--- src/rtl/sorted_multiset_median_range_assert.svh ---
// ----------------------------------------------------------------------------
// Assertion macros for the sorted multiset block
// Concurrent checks sampled on clk, switched off while rst_n is low.
// ----------------------------------------------------------------------------
`ifndef SORTED_MULTISET_MEDIAN_RANGE_ASSERT_SVH
`define SORTED_MULTISET_MEDIAN_RANGE_ASSERT_SVH

// Consequent must hold in the same cycle as the antecedent.
`define SMMR_ASSERT_SAME(label, ante, cons) \
    label: assert property (@(posedge clk) disable iff (!rst_n) (ante) |-> (cons)) \
        else $error("sorted multiset: same-cycle check failed");

// Consequent must hold in the cycle after the antecedent.
`define SMMR_ASSERT_NEXT(label, ante, cons) \
    label: assert property (@(posedge clk) disable iff (!rst_n) (ante) |=> (cons)) \
        else $error("sorted multiset: next-cycle check failed");

`endif

--- src/rtl/smmr_pkg.sv ---
// ----------------------------------------------------------------------------
// smmr_pkg
// Command and status codes and the control bundle sent to the cell chain.
// ----------------------------------------------------------------------------
package smmr_pkg;

    localparam int COUNT_BITS = 7;

    localparam logic [1:0] CMD_INSERT = 2'd0;
    localparam logic [1:0] CMD_REMOVE = 2'd1;
    localparam logic [1:0] CMD_MEDIAN = 2'd2;
    localparam logic [1:0] CMD_RANGE  = 2'd3;

    localparam logic [1:0] STATUS_OK        = 2'd0;
    localparam logic [1:0] STATUS_FULL      = 2'd1;
    localparam logic [1:0] STATUS_NOT_FOUND = 2'd2;
    localparam logic [1:0] STATUS_EMPTY     = 2'd3;

    // Broadcast from the controller to every cell.
    typedef struct packed {
        logic                  cmp_en;
        logic                  ins_en;
        logic                  rem_en;
        logic                  scan_shift;
        logic [COUNT_BITS-1:0] count;
        logic [COUNT_BITS-1:0] mid_lo_idx;
        logic [COUNT_BITS-1:0] mid_hi_idx;
    } cell_ctrl_t;

endpackage

--- src/rtl/smmr_cell.sv ---
// ----------------------------------------------------------------------------
// smmr_cell
// One slot of the sorted chain: holds a value, compares it against the
// broadcast operand and shifts with its neighbours on insert, remove and scan.
// ----------------------------------------------------------------------------
module smmr_cell #(
    parameter int INDEX      = 0,
    parameter int VALUE_BITS = 16
) (
    input  logic                         clk,
    input  logic                         rst_n,
    input  smmr_pkg::cell_ctrl_t         ctrl,
    input  logic signed [VALUE_BITS-1:0] operand,
    input  logic signed [VALUE_BITS-1:0] range_low,
    input  logic signed [VALUE_BITS-1:0] range_high,
    input  logic signed [VALUE_BITS-1:0] left_value,
    input  logic                         left_ins,
    input  logic signed [VALUE_BITS-1:0] right_value,
    input  logic signed [VALUE_BITS-1:0] right_scan_value,
    input  logic                         right_scan_match,
    output logic signed [VALUE_BITS-1:0] value,
    output logic                         ins_flag,
    output logic                         eq_flag,
    output logic signed [VALUE_BITS-1:0] scan_value,
    output logic                         scan_match,
    output logic [VALUE_BITS-1:0]        pick_lo,
    output logic [VALUE_BITS-1:0]        pick_hi
);
    localparam logic [smmr_pkg::COUNT_BITS-1:0] IDX = smmr_pkg::COUNT_BITS'(INDEX);

    logic signed [VALUE_BITS-1:0] value_reg;
    logic signed [VALUE_BITS-1:0] scan_value_reg;
    logic                         ins_reg;
    logic                         rem_reg;
    logic                         eq_reg;
    logic                         scan_match_reg;

    logic occupied;
    logic ins_next;
    logic rem_next;
    logic eq_next;
    logic match_next;

    assign occupied   = IDX < ctrl.count;
    // The new value lands before the first entry strictly greater, or at the end.
    assign ins_next   = occupied ? (value_reg > operand) : (IDX == ctrl.count);
    assign rem_next   = occupied && (value_reg >= operand);
    assign eq_next    = occupied && (value_reg == operand);
    assign match_next = occupied && (value_reg >= range_low) && (value_reg <= range_high);

    always_ff @(posedge clk or negedge rst_n)
    begin
        if (!rst_n)
        begin
            ins_reg        <= 1'b0;
            rem_reg        <= 1'b0;
            eq_reg         <= 1'b0;
            scan_match_reg <= 1'b0;
        end
        else if (ctrl.cmp_en)
        begin
            ins_reg        <= ins_next;
            rem_reg        <= rem_next;
            eq_reg         <= eq_next;
            scan_match_reg <= match_next;
        end
        else if (ctrl.scan_shift)
        begin
            scan_match_reg <= right_scan_match;
        end
    end

    always_ff @(posedge clk)
    begin
        if (ctrl.ins_en)
        begin
            if (left_ins)
                value_reg <= left_value;
            else if (ins_reg)
                value_reg <= operand;
        end
        else if (ctrl.rem_en && rem_reg)
        begin
            value_reg <= right_value;
        end

        if (ctrl.cmp_en)
            scan_value_reg <= value_reg;
        else if (ctrl.scan_shift)
            scan_value_reg <= right_scan_value;
    end

    assign value      = value_reg;
    assign ins_flag   = ins_reg;
    assign eq_flag    = eq_reg;
    assign scan_value = scan_value_reg;
    assign scan_match = scan_match_reg;
    assign pick_lo    = (IDX == ctrl.mid_lo_idx) ? value_reg : '0;
    assign pick_hi    = (IDX == ctrl.mid_hi_idx) ? value_reg : '0;

endmodule

--- config.mk ---
export PLATFORM = sky130hd
export DESIGN_NAME = smmr_cell
export DESIGN_NICKNAME = d
export VERILOG_FILES = /design/src/rtl/sorted_multiset_median_range_assert.svh /design/src/rtl/smmr_pkg.sv /design/src/rtl/smmr_cell.sv
export SDC_FILE = /design/constraint.sdc
export NUM_CORES = 1
export LEC_CHECK = 0
export BUFFER_PORTS_ARGS = -buffer_cell sky130_fd_sc_hd__clkbuf_2
export CORE_ASPECT_RATIO = 0.75
export CORE_MARGIN = 2
export CORE_UTILIZATION = 38
export DETAILED_ROUTE_END_ITERATION = 8
export MAX_ROUTING_LAYER = met4
export PLACE_DENSITY = 0.72
export SLEW_MARGIN = 20
export SYNTH_ARGS = -nofsm -noshare
export SYNTH_HDL_FRONTEND = slang
export SYNTH_SLANG_ARGS = --single-unit
--- constraint.sdc ---
create_clock -name clk -period 2.4 [get_ports clk]
set_input_delay 0.12 -clock clk [delete_from_list [all_inputs] [get_ports clk]]
set_output_delay 0.12 -clock clk [all_outputs]
set_load 0.005 [all_outputs]
==> impl_results.md <==
* Number of antenna-violating nets in the routed design at 0
* Final Hold Viols at 0
* Post-synth cell types at 44
* Final Util at 54.71%
* Sw Pwr at 630.4 uW
* CTS max path bufs at 2
* Setup TNS Final at 0 ns
* RR Startpoint: value[13]$_DFFE_PP_
* Worst-path clk slew at 0.08 ns
* Minimum clock period at 2.163 ns
* Initial DRC Count at 96
* Outcome: completed
* Placer Congestion at 0.8040
* DR pass1 iterations at 4
* GRT Total Usage at 21.41%
* Peak fanout along the critical path at 7
* PD cells at 447.2 nW/um^2
* Post-DR vias/cell at 4.893
* R2R Setup Slk at 0.24 ns
* TritonCTS clock tree: yes
* Critical path startpoint category: register
* Worst Path Required at 2.57 ns
* # diodes at 0
* Worst setup EP type: register
* Worst-Margin Slew at 0.6216 ns
* Hold_sp: right_scan_value[4]
* Hold Path Depth at 2
* First-pass GRT wire length at ~15 mm
* Crit Path Class: register to register
* Fmax at approximately 460 MHz
* Worst VDD drop at 0.0001970 V
* Worst EP arrival at about 2.3 ns
* Clock power share at 23.5%
* Final max-slew violation count at 0
* Leading post-synthesis cells by cell area: edfxtp_1, ha_1, inv_1
* # DRC at 0
* Period utilization at 90.12%
* Final setup fails at 0
* Share of layout cells above drive strength 1 at 45.30%
* Pleak at 0.002382 uW
* MaxCap Viol Count at 0
* CTS sink count at 36
* Top-count cell post-synth: inv_1
* Final nets at 704
* Hold_ws at around 0.13 ns
* Final wirelength at approximately 10 mm
* Pin count of the biggest net entering global routing at 35
* Ys flop type: edfxtp_1
* Logic gate share of total power at 32.8%
* Ports at 192
* Via Count at 3117
* Worst Hold Class: input pin to register
* Int Pwr at 1332 uW
* CTS H-tree depth at 2
* GRT overflow at 0
* Post-CTS Setup Inserts at 0
* Flop pwr share at 43.7%
* Hold endpoint: scan_value[4]$_DFFE_PP_
* Die Width at 110.1 um
* Sw Ratio at between 30% and 40%
* Slew margin rel. at 58.25%
* Sequential fraction of the synthesis area at 33.07%
* Drt wl/cell at 15.25 um
* Root buffer cell: clkbuf_8
* Starting Density at 39.99%
* Port buffer count at approximately 190
* Num CTS Buffers at 5
* Area Growth Syn to Fin at 36.82%
* Initial antenna violation count at 0
* Clock latency on the worst-skew pair at 0.29 ns
* Vias in the first global route at 3158
* Post-Synthesis Net Count at 509
* Post-synth ARST share at 11.11%
* Area fraction of the dominant cell type after synthesis at around 30%
* Commonest cells in the synthesized netlist: inv_1, ha_1, a21oi_1
* Gate Count Post-Synth at 336
* Die H at approximately 84 um
* Detailed Place HPWL at 8.330 mm
* Synthesized flop and latch total at 36
* Reg2reg path depth at 7
* Synth warnings at 0
* Core area at 8023 sq um
* Setup ws final at between 0.2 and 0.25 ns
* RSZ-0062 raised after global routing: false
* RR Endpoint: rem_reg$_DFFE_PN0P_
* Die ar. at 9201 sq um
* Std-Cell Rows at 28
* Synthesized cell area at around 3200 sq um
* Area leader, netlist: edfxtp_1
* Clock Skew at ~0.0047 ns
* Pre-CTS setup slack at 0.2494 ns
* Mean Syn Cell Area at 9.548 sq um
* Number of synthesized flops with an enable pin at 32
## worst max path at each step
stage,startpoint,slack (ns),to
2_1_floorplan,value[13]$_DFFE_PP_,0.46,rem_reg$_DFFE_PN0P_
3_3_place_gp,value[13]$_DFFE_PP_,0.35,rem_reg$_DFFE_PN0P_
3_5_place_dp,value[13]$_DFFE_PP_,0.25,rem_reg$_DFFE_PN0P_
4_1_cts,value[13]$_DFFE_PP_,0.23,rem_reg$_DFFE_PN0P_
5_1_grt,value[13]$_DFFE_PP_,0.1,rem_reg$_DFFE_PN0P_
6_report,value[13]$_DFFE_PP_,0.24,rem_reg$_DFFE_PN0P_
## through the flow
step | total power [uW] | instances | cell area, sq um
6_report | 1963 | 637 | 4389
2_1_floorplan | 1195 | 336 | 3208
5_1_grt | 2100 | 637 | 4389
4_1_cts | 1979 | 637 | 4389
3_3_place_gp | 1485 | 628 | 4289
3_5_place_dp | 1520 | 628 | 4289
## logic make-up after synthesis
family                     after synthesis  synth area share [%]
and+or+nand+nor                         92                 17.04
DFF                                     36                 33.07
buffers and inverters                   62                 7.800
muxes                                   34                 11.23
adders and majority gates               48                 18.72
xor gates and xnor gates                 1                0.2731
AOI/OAI and AO/OA                       63                 11.86
## repair_timing
| action | in CTS | in global routing |
|---|---|---|
| hold endpoints to repair | 4 | 0 |
| hold buffers | 1 | 0 |
| gates resized for setup | 0 | 0 |
## layout make-up
type,count,area (sq um)
inverters,52,195.2
flip-flops and latches,36,1061
repair buffers,198,1011
fillers,751,3633
clock buffers,8,90.09
multi-input cells,238,1901
well taps,105,131.4
## per-layer routing
layer | global-route usage [%] | vias up | share of wire, %
li1 | - | 1571 | -
met1 | 26.88 | 1413 | 46
met2 | 35.92 | 126 | 47
met3 | 3.747 | 7 | 6.8
met4 | 4.659 | 0 | 0.75
met5 | - | - | 0
## critical path, cell delays in order, from the launching register on
cell	delay (ns)
edfxtp_1	0.53
ha_1	0.38
a21o_1	0.18
a31oi_1	0.16
o31ai_1	0.09
a211oi_1	0.28
mux2i_1	0.31
o221ai_2	0.11
## cell usage in the layout, fill, tap and decap left out, types with 2 or more instances in the layout
cell / n
clkbuf_2: 191
inv_1: 52
ha_1: 48
a21oi_1: 36
edfxtp_1: 32
nor2_1: 23
and2_1: 20
mux2i_1: 18
mux2_2: 16
and2_2: 12
nand2_1: 12
o21ai_0: 7
nand4_1: 7
clkbuf_8: 6
buf_4: 6
dfrtp_1: 4
nor4_1: 3
o21a_1: 3
or4_4: 2
nor4_4: 2
nor3_1: 2
a21o_1: 2
nand3_1: 2
a211oi_1: 2
nor2b_1: 2
clkbuf_1: 2
## power by group through the flow
stage               registers (uW)  logic, uW  clock network (uW)
global route                   870        735                 494
global placement               865        620                   0
CTS                            858        653                 467
finish                         858        644                 461
floorplan                      853        342                   0
detailed placement             872        648                   0
No activity file was read; power rests on OpenSTA's default activity.
